==> config.mk <==
export PLATFORM = sky130hd
export DESIGN_NAME = typed_field_byte_decoder
export DESIGN_NICKNAME = d
export VERILOG_FILES = /design/src/hdl/tfbd_pkg.sv /design/src/hdl/tfbd_time_base.sv /design/src/hdl/typed_field_byte_decoder.sv
export SDC_FILE = /design/constraint.sdc
export NUM_CORES = 2
export LEC_CHECK = 0
export BUFFER_PORTS_ARGS = -buffer_cell sky130_fd_sc_hd__buf_2
export CORE_MARGIN = 3
export CORE_UTILIZATION = 50
export CTS_BUF_LIST = sky130_fd_sc_hd__clkbuf_8 sky130_fd_sc_hd__clkbuf_16
export CTS_CLUSTER_SIZE = 24
export DETAILED_ROUTE_END_ITERATION = 10
export PLACE_DENSITY = 0.66
export SLEW_MARGIN = 25
export SYNTH_ARGS = -nofsm -noshare
export SYNTH_HDL_FRONTEND = slang
export SYNTH_SLANG_ARGS = --single-unit
==> constraint.sdc <==
create_clock -name i_clk -period 14.1 [get_ports i_clk]
set_input_delay 0.705 -clock i_clk [delete_from_list [all_inputs] [get_ports i_clk]]
set_output_delay 0.705 -clock i_clk [all_outputs]
set_load 0.01 [all_outputs]
==> src/hdl/tfbd_pkg.sv <==
package tfbd_pkg;

    // field kinds
    localparam logic [3:0] KIND_BOOL     = 4'd0;
    localparam logic [3:0] KIND_OCTET    = 4'd1;
    localparam logic [3:0] KIND_UOCTET   = 4'd2;
    localparam logic [3:0] KIND_SHORT    = 4'd3;
    localparam logic [3:0] KIND_USHORT   = 4'd4;
    localparam logic [3:0] KIND_INT      = 4'd5;
    localparam logic [3:0] KIND_UINT     = 4'd6;
    localparam logic [3:0] KIND_LONG     = 4'd7;
    localparam logic [3:0] KIND_ULONG    = 4'd8;
    localparam logic [3:0] KIND_TIME     = 4'd9;
    localparam logic [3:0] KIND_FINETIME = 4'd10;
    localparam logic [3:0] KIND_STRING   = 4'd11;

    // result classes
    localparam logic [1:0] CLS_SCALAR  = 2'd0;
    localparam logic [1:0] CLS_LENGTH  = 2'd1;
    localparam logic [1:0] CLS_CONTENT = 2'd2;
    localparam logic [1:0] CLS_ERROR   = 2'd3;

    // configuration register indexes
    localparam logic CFG_VARINT = 1'b0;
    localparam logic CFG_EPOCH  = 1'b1;

    localparam logic        VARINT_RESET = 1'b1;
    localparam logic [39:0] EPOCH_RESET  = 40'd378691200000;

    localparam logic [3:0]  MAX_VARINT_BYTES = 4'd10;

    localparam logic [26:0] MS_PER_DAY = 27'd86400000;
    localparam logic [19:0] NS_PER_MS  = 20'd1000000;

    // x / 1000 == (x * DIV1000_MAGIC) >> DIV1000_SHIFT for any 32-bit x
    localparam logic [28:0] DIV1000_MAGIC = 29'd274877907;
    localparam int          DIV1000_SHIFT = 38;

    typedef struct packed {
        logic [63:0] value;
        logic [1:0]  cls;
        logic [3:0]  ftype;
        logic        last;
    } t_result;

endpackage

==> src/hdl/tfbd_time_base.sv <==
// Free-running products for time fields. The day and ms inputs are set on earlier
// bytes of a field than its result byte, so every chain here settles in time.
module tfbd_time_base (
    input  logic        i_clk,
    input  logic [15:0] i_day_count,
    input  logic [31:0] i_day_millis,
    input  logic [39:0] i_epoch_ms,
    output logic [63:0] o_ms_base,    // days in ms minus epoch
    output logic [63:0] o_fine_base   // days and ms in ns minus epoch
);

    logic [42:0] r_day_ms;
    logic [41:0] r_dn_lo;
    logic [40:0] r_dn_hi;
    logic [63:0] r_day_ns;
    logic [51:0] r_ms_ns;
    logic [39:0] r_ep_lo;
    logic [39:0] r_ep_hi;
    logic [63:0] r_epoch_ns;
    logic [63:0] r_ms_base;
    logic [63:0] r_fine_base;

    always_ff @(posedge i_clk) begin
        r_day_ms    <= {27'b0, i_day_count} * {16'b0, tfbd_pkg::MS_PER_DAY};
        // day ns = day ms * 1e6, split into two partial products
        r_dn_lo     <= {20'b0, r_day_ms[21:0]} * {22'b0, tfbd_pkg::NS_PER_MS};
        r_dn_hi     <= {20'b0, r_day_ms[42:22]} * {21'b0, tfbd_pkg::NS_PER_MS};
        r_day_ns    <= {22'b0, r_dn_lo} + {1'b0, r_dn_hi, 22'b0};
        r_ms_ns     <= {20'b0, i_day_millis} * {32'b0, tfbd_pkg::NS_PER_MS};
        r_ep_lo     <= {20'b0, i_epoch_ms[19:0]} * {20'b0, tfbd_pkg::NS_PER_MS};
        r_ep_hi     <= {20'b0, i_epoch_ms[39:20]} * {20'b0, tfbd_pkg::NS_PER_MS};
        r_epoch_ns  <= {24'b0, r_ep_lo} + {4'b0, r_ep_hi, 20'b0};
        r_ms_base   <= {21'b0, r_day_ms} - {24'b0, i_epoch_ms};
        r_fine_base <= r_day_ns + {12'b0, r_ms_ns} - r_epoch_ns;
    end

    assign o_ms_base   = r_ms_base;
    assign o_fine_base = r_fine_base;

endmodule

==> src/hdl/typed_field_byte_decoder.sv <==
// Typed field byte decoder. Takes one encoded byte per transfer and the field
// kind, sampled on the first byte of a field. Integers come as fixed big-endian
// bytes or varints (zigzag for signed kinds); time and finetime as days, ms and
// ps turned into a count in ms or ns from the configured epoch; strings as a
// length result then one result per content byte, the final one marked last.
// Unknown kinds and over-long varints give an error result. Rate: one byte per
// clock while o_in_stall is low. A result is registered in the result register,
// or in the skid entry while the result register is held. All decode work is a
// single combinational pass from the state registers to the result register; the
// time products are built by a free-running multiplier chain while the later
// bytes of a time field arrive. A two-entry output (result register plus skid)
// keeps o_in_stall registered: input stalls only while both entries are full.
module typed_field_byte_decoder (
    input  logic        i_clk,
    input  logic        i_rst_n,
    // configuration
    input  logic        i_cfg_we,
    input  logic        i_cfg_index,
    input  logic [39:0] i_cfg_data,
    // input channel
    input  logic        i_in_valid,
    output logic        o_in_stall,
    input  logic [7:0]  i_data_byte,
    input  logic [3:0]  i_kind,
    // result channel
    output logic        o_out_valid,
    input  logic        i_out_stall,
    output logic [63:0] o_value,
    output logic [1:0]  o_result_class,
    output logic [3:0]  o_field_type,
    output logic        o_last
);

    typedef enum logic [1:0] {
        PH_IDLE,
        PH_SCALAR,
        PH_LENGTH,
        PH_CONTENT
    } t_phase;

    // config registers
    logic        r_varint;
    logic [39:0] r_epoch;

    // field state
    t_phase      r_phase,  n_phase;
    logic [63:0] r_acc,    n_acc;
    logic [3:0]  r_cnt,    n_cnt;
    logic [3:0]  r_type,   n_type;
    logic [31:0] r_rem,    n_rem;
    logic [15:0] r_day,    n_day;
    logic [31:0] r_millis, n_millis;

    // output stage
    logic              r_out_valid, r_skid_valid;
    tfbd_pkg::t_result r_out, r_skid;

    logic              res_hit;
    tfbd_pkg::t_result res;

    logic        accept, out_fire;
    logic        first;
    t_phase      e_phase;
    logic [63:0] e_acc;
    logic [3:0]  e_cnt;
    logic [3:0]  e_type;
    logic [4:0]  cnt_inc;
    logic [63:0] acc_shift;    // fixed / time: acc << 8 | byte
    logic [63:0] acc_var;      // varint: acc | group << 7*cnt
    logic [6:0]  var_sh;
    logic [63:0] int_raw, int_val, zz;
    logic        is_signed;
    logic [4:0]  n_bytes;
    logic [60:0] ps_prod;
    logic [63:0] ms_base, fine_base;

    assign accept   = i_in_valid & ~r_skid_valid;
    assign out_fire = r_out_valid & ~i_out_stall;

    tfbd_time_base u_time (
        .i_clk        (i_clk),
        .i_day_count  (r_day),
        .i_day_millis (r_millis),
        .i_epoch_ms   (r_epoch),
        .o_ms_base    (ms_base),
        .o_fine_base  (fine_base)
    );

    // mask to the type width, then sign-extend when asked
    function automatic logic [63:0] fit(input logic [63:0] v, input logic [3:0] t,
                                        input logic sx);
        logic [63:0] r;
        case (t)
            tfbd_pkg::KIND_SHORT, tfbd_pkg::KIND_USHORT:
                r = {{48{sx & v[15]}}, v[15:0]};
            tfbd_pkg::KIND_LONG, tfbd_pkg::KIND_ULONG:
                r = v;
            default:
                r = {{32{sx & v[31]}}, v[31:0]};
        endcase
        return r;
    endfunction

    // effective state: a first byte starts a fresh field
    always_comb begin
        first   = (r_phase == PH_IDLE);
        e_type  = first ? i_kind : r_type;
        e_acc   = first ? 64'b0 : r_acc;
        e_cnt   = first ? 4'b0 : r_cnt;
        e_phase = first ? ((i_kind == tfbd_pkg::KIND_STRING) ? PH_LENGTH : PH_SCALAR)
                        : r_phase;

        cnt_inc   = {1'b0, e_cnt} + 5'd1;
        acc_shift = {e_acc[55:0], i_data_byte};
        var_sh    = {3'b0, e_cnt} * 7'd7;
        acc_var   = e_acc | ({57'b0, i_data_byte[6:0]} << var_sh);
        is_signed = (e_type == tfbd_pkg::KIND_SHORT) || (e_type == tfbd_pkg::KIND_INT)
                 || (e_type == tfbd_pkg::KIND_LONG);

        case (e_type)
            tfbd_pkg::KIND_SHORT, tfbd_pkg::KIND_USHORT: n_bytes = 5'd2;
            tfbd_pkg::KIND_LONG,  tfbd_pkg::KIND_ULONG:  n_bytes = 5'd8;
            default:                                     n_bytes = 5'd4;
        endcase

        int_raw = r_varint ? fit(acc_var, e_type, 1'b0) : acc_shift;
        zz      = fit((int_raw >> 1) ^ {64{int_raw[0]}}, e_type, 1'b0);
        int_val = fit((r_varint && is_signed) ? zz : int_raw, e_type, is_signed);

        ps_prod = {29'b0, acc_shift[31:0]} * {32'b0, tfbd_pkg::DIV1000_MAGIC};
    end

    // next state and result
    always_comb begin
        n_phase  = r_phase;
        n_acc    = r_acc;
        n_cnt    = r_cnt;
        n_type   = r_type;
        n_rem    = r_rem;
        n_day    = r_day;
        n_millis = r_millis;
        res_hit  = 1'b0;
        res      = '0;

        if (first && (i_kind > tfbd_pkg::KIND_STRING)) begin
            // unknown kind: consumed, stays idle
            res_hit = 1'b1;
            res     = '{64'b0, tfbd_pkg::CLS_ERROR, i_kind, 1'b1};
        end else begin
            n_phase = e_phase;
            n_acc   = e_acc;
            n_cnt   = e_cnt;
            n_type  = e_type;
            res_hit = 1'b1;
            if (e_phase == PH_CONTENT) begin
                n_rem   = r_rem - 32'd1;
                res     = '{{56'b0, i_data_byte}, tfbd_pkg::CLS_CONTENT, e_type,
                            (r_rem <= 32'd1)};
                if (r_rem <= 32'd1) begin
                    n_phase = PH_IDLE;
                end
            end else if (e_type <= tfbd_pkg::KIND_UOCTET) begin
                n_phase = PH_IDLE;
                case (e_type)
                    tfbd_pkg::KIND_BOOL:
                        res = '{{63'b0, (i_data_byte == 8'd1)}, tfbd_pkg::CLS_SCALAR,
                                e_type, 1'b1};
                    tfbd_pkg::KIND_OCTET:
                        res = '{{{56{i_data_byte[7]}}, i_data_byte}, tfbd_pkg::CLS_SCALAR,
                                e_type, 1'b1};
                    default:
                        res = '{{56'b0, i_data_byte}, tfbd_pkg::CLS_SCALAR, e_type, 1'b1};
                endcase
            end else if ((e_type == tfbd_pkg::KIND_TIME)
                      || (e_type == tfbd_pkg::KIND_FINETIME)) begin
                n_cnt   = cnt_inc[3:0];
                n_acc   = acc_shift;
                res_hit = 1'b0;
                case (cnt_inc)
                    5'd2: begin
                        n_day = acc_shift[15:0];
                        n_acc = 64'b0;
                    end
                    5'd6: begin
                        n_millis = acc_shift[31:0];
                        n_acc    = 64'b0;
                        if (e_type == tfbd_pkg::KIND_TIME) begin
                            n_phase = PH_IDLE;
                            res_hit = 1'b1;
                            res     = '{ms_base + {32'b0, acc_shift[31:0]},
                                        tfbd_pkg::CLS_SCALAR, e_type, 1'b1};
                        end
                    end
                    5'd10: begin
                        n_phase = PH_IDLE;
                        res_hit = 1'b1;
                        res     = '{fine_base + {41'b0,
                                    ps_prod[60:tfbd_pkg::DIV1000_SHIFT]},
                                    tfbd_pkg::CLS_SCALAR, e_type, 1'b1};
                    end
                    default: ;
                endcase
            end else begin
                // integers and string length
                n_acc = r_varint ? acc_var : acc_shift;
                if (r_varint && i_data_byte[7]) begin
                    if (cnt_inc >= {1'b0, tfbd_pkg::MAX_VARINT_BYTES}) begin
                        n_phase = PH_IDLE;
                        res     = '{64'b0, tfbd_pkg::CLS_ERROR, e_type, 1'b1};
                    end else begin
                        n_cnt   = cnt_inc[3:0];
                        res_hit = 1'b0;
                    end
                end else if (!r_varint && (cnt_inc < n_bytes)) begin
                    n_cnt   = cnt_inc[3:0];
                    res_hit = 1'b0;
                end else if (e_type == tfbd_pkg::KIND_STRING) begin
                    if (int_val[31:0] == 32'd0) begin
                        n_phase = PH_IDLE;
                        res     = '{64'b0, tfbd_pkg::CLS_LENGTH, e_type, 1'b1};
                    end else begin
                        n_rem   = int_val[31:0];
                        n_phase = PH_CONTENT;
                        res     = '{{32'b0, int_val[31:0]}, tfbd_pkg::CLS_LENGTH,
                                    e_type, 1'b0};
                    end
                end else begin
                    n_phase = PH_IDLE;
                    res     = '{int_val, tfbd_pkg::CLS_SCALAR, e_type, 1'b1};
                end
            end
        end
    end

    always_ff @(posedge i_clk) begin
        if (!i_rst_n) begin
            r_varint     <= tfbd_pkg::VARINT_RESET;
            r_epoch      <= tfbd_pkg::EPOCH_RESET;
            r_phase      <= PH_IDLE;
            r_out_valid  <= 1'b0;
            r_skid_valid <= 1'b0;
        end else begin
            if (i_cfg_we) begin
                case (i_cfg_index)
                    tfbd_pkg::CFG_VARINT: r_varint <= i_cfg_data[0];
                    default:              r_epoch  <= i_cfg_data;
                endcase
            end

            if (accept) begin
                r_phase  <= n_phase;
                r_acc    <= n_acc;
                r_cnt    <= n_cnt;
                r_type   <= n_type;
                r_rem    <= n_rem;
                r_day    <= n_day;
                r_millis <= n_millis;
            end

            // result register with skid entry
            if (r_skid_valid) begin
                if (out_fire) begin
                    r_out        <= r_skid;
                    r_skid_valid <= 1'b0;
                end
            end else if (!r_out_valid || out_fire) begin
                r_out_valid <= accept & res_hit;
                r_out       <= res;
            end else if (accept && res_hit) begin
                r_skid       <= res;
                r_skid_valid <= 1'b1;
            end
        end
    end

    assign o_in_stall     = r_skid_valid;
    assign o_out_valid    = r_out_valid;
    assign o_value        = r_out.value;
    assign o_result_class = r_out.cls;
    assign o_field_type   = r_out.ftype;
    assign o_last         = r_out.last;

endmodule

==> metrics <==
status=finished, final reports clean; Crit. End Element=flip-flop; Post-synth EDFFs=about 290; Worst-path clk slew=approximately 0.070 ns; sequential element share of the synthesized area=21.81%; cell count after synthesis=8790; commonest register cell after synthesis=dfxtp_1; ratio of cells with drive above 1 in the final layout=5.724%; synth unique cells=108; gr ovfl total=0; relative slew slack=between 20% and 30%; number of stages on the worst hold path=3; MaxCap Viol Count=0; Final Cycle Share=between 80% and 90%; CTS sink count=751; RSZ-0062 raised after global routing=no; Worst path max stage delay=around 0.70 ns; TritonCTS clock tree=done; path type of the worst setup path=flip-flop to flip-flop; syn avg cell area=between 9 and 10 um^2; min-delay worst type=input port to flip-flop; drt pass-1 iters=6; Worst path most repeated cell=fa_1; vias after detailed routing=between 60000 and 70000; I/O Buffers=130; CTS root buffer=clkbuf_16; vias in the first global route=~64000; Worst setup SP type=flip-flop; first-pass GRT wire length=between 400 and 500 mm; initial drt markers=roughly 6600; dominant delay contributor by cell family on the critical path=adder cells; #FFs+latches synth=751; CTS Hold Bufs=0; Nets=between 10000 and 15000; max-slew violation count=0; flop-to-flop setup slack=roughly 1.8 ns; Final Hold Viols=0; H-tree levels=3; RR Startpoint=r_phase[1]; antenna violations before repair=24; crit path max-delay cell type=o2111ai_1; Min Clock Period, post-route=around 12 ns; Critical path buffers and inverters=6; WP data arrival=between 10 and 15 ns; Clock Skews=between 0.04 and 0.05 ns; Crit path required time=between 10 and 15 ns; fmax=81.06 MHz; commonest cells after routing, fill and taps aside=inv_1, ha_1, fa_1; Hold Crit Start=i_cfg_data[24]; dpl hpwl=~220 mm; R2R Path End=o_value[60]; P&R area growth vs syn=7.639%; Setup TNS Final=0 ns; clk buf depth=3; Endpoint, Worst Hold=r_epoch[24]; pin count of the biggest net entering global routing=80; GP Congestion=slightly above 1; Mapped Area=around 80000 um^2; core area=between 150000 and 200000 um^2; DRT Wirelength=270.0 mm; DRC errors left=0; Avg WL per Cell=~24 um; All-Layer GR Usage=between 30% and 40%; yosys warns=0; final setup fails=0; die span in x=just over 400 um; die area=~170000 um^2; commonest non-fill, non-tap cell in the layout=inv_1; Setup Fix Bufs, Post-CTS=0; Starting Density=around half; # fillers=~15000; Worst Max-Slew Pin Slew=between 1 and 1.5 ns; CTS buffer count=89; FP Rows=~150; Die H=between 400 and 500 um; PostCTS Resize Cnt=0; vias per cell=about 5.8; Routed Antenna Nets=0; worst skew pair latency=0.73 ns; Max FO, Critical Path=44; I/O Pins=about 130; Reg2Reg Depth=38; Synth Net Count=10956; async set-reset flop share out of synthesis=0%
-- registers in the layout, summed over array words and instances (netlist names), 35 cells and up --
signal / count
r_skid: 71
u_time.r_dn_hi: 35
r_acc: 64
r_epoch: 40
u_time.r_ms_ns: 46
o_value: 64
u_time.o_ms_base: 44
u_time.r_epoch_ns: 55
u_time.r_day_ns: 48
u_time.o_fine_base: 58
-- cell usage after synthesis (51+ instances only) --
cell type | count | area [um^2]
inv_1 | 1729 | 6490
ha_1 | 1288 | 16120
fa_1 | 820 | 16420
a21oi_1 | 483 | 2417
dfxtp_1 | 457 | 9149
nand2_1 | 445 | 1670
nor2_1 | 409 | 1535
xnor2_1 | 392 | 3433
o21ai_0 | 325 | 1627
edfxtp_1 | 294 | 8828
clkbuf_1 | 194 | 728.2
nand3_1 | 154 | 770.7
xor2_1 | 140 | 1226
a21o_1 | 137 | 1028
nor3_1 | 114 | 570.6
and3_1 | 96 | 600.6
a31oi_1 | 82 | 513.0
a211oi_1 | 71 | 533.0
o22ai_1 | 63 | 394.1
o21a_1 | 62 | 465.5
nand2b_1 | 61 | 381.6
nand4_1 | 60 | 375.4
o21bai_1 | 57 | 427.9
a21boi_0 | 51 | 382.9
-- metal layers --
metal | routed length, um | GRT usage [%] | share of wire, % | up-vias
met3 | 21790 | 5.395 | 8.1 | 571
met1 | 115900 | 44.25 | 43 | 31725
met4 | 13670 | 13.26 | 5.1 | 2
met2 | 118600 | 49.42 | 44 | 2671
li1 | - | - | - | 29676
met5 | 16 | 0 | 0.0059 | -
-- layout make-up --
type                            instances  area, um^2  area share (%)
Antenna cell                            5       12.51         0.01410
Clock buffer                          106        2517           2.837
Sequential cell                       751       17980           20.27
Inverter                             1734        6509           7.335
Multi-Input combinational cell       6054       57070           64.32
Clock inverter                         60       566.8          0.6388
Timing Repair Buffer                  223        1349           1.520
Tap cell                             2175        2721           3.067
-- how the worst max path moves through the flow --
stage                    start     endpoint  slack (ns)  cells after the start
floorplan           r_phase[0]  o_value[42]        3.04                     45
CTS                 r_phase[1]  o_value[38]        1.91                     38
global placement    r_phase[1]  o_value[40]        2.07                     37
detailed placement  r_phase[1]  o_value[38]        1.97                     38
global route        r_phase[1]  o_value[38]        1.26                     38
finish              r_phase[1]  o_value[60]        1.76                     38
-- tightest hold or removal path, stage by stage --
cell,delay [ns]
buf_2,0.08
nand2_1,0.04
o211ai_1,0.07
-- metrics by stage --
| step | hold WS [ns] | setup slack, ns | utilization [%] | std cells | instance area [um^2] |
|---|---|---|---|---|---|
| after global routing | 0.2066 | 1.264 | 54.32 | 11103 | 88720 |
| after global placement | 0.3131 | 2.071 | 52.43 | 10937 | 85620 |
| after detailed placement | 0.3121 | 1.970 | 52.43 | 10937 | 85630 |
| after floorplan | 0.3096 | 3.043 | - | 8790 | 82430 |
| final | 0.2267 | 1.763 | 54.33 | 11108 | 88730 |
| after CTS | 0.1820 | 1.914 | 54.32 | 11103 | 88710 |
-- logic make-up (layout without fill, tap and decap cells) --
group | after synthesis | after routing | synth area share (%)
AO/OA/AOI/OAI | 1766 | 1766 | 14.00
flip-flops | 751 | 751 | 21.81
buffers and inverters | 1985 | 2123 | 9.107
other | 0 | 5 | 0
AND/OR/NAND/NOR | 1595 | 1595 | 9.280
XOR/XNOR | 532 | 532 | 5.652
multiplexers | 51 | 51 | 0.6602
adder cells (fa/ha/maj) | 2110 | 2110 | 39.49
Power is not shown: default switching activity piles up to over one toggle a cycle in this logic, so the estimate is an artifact.
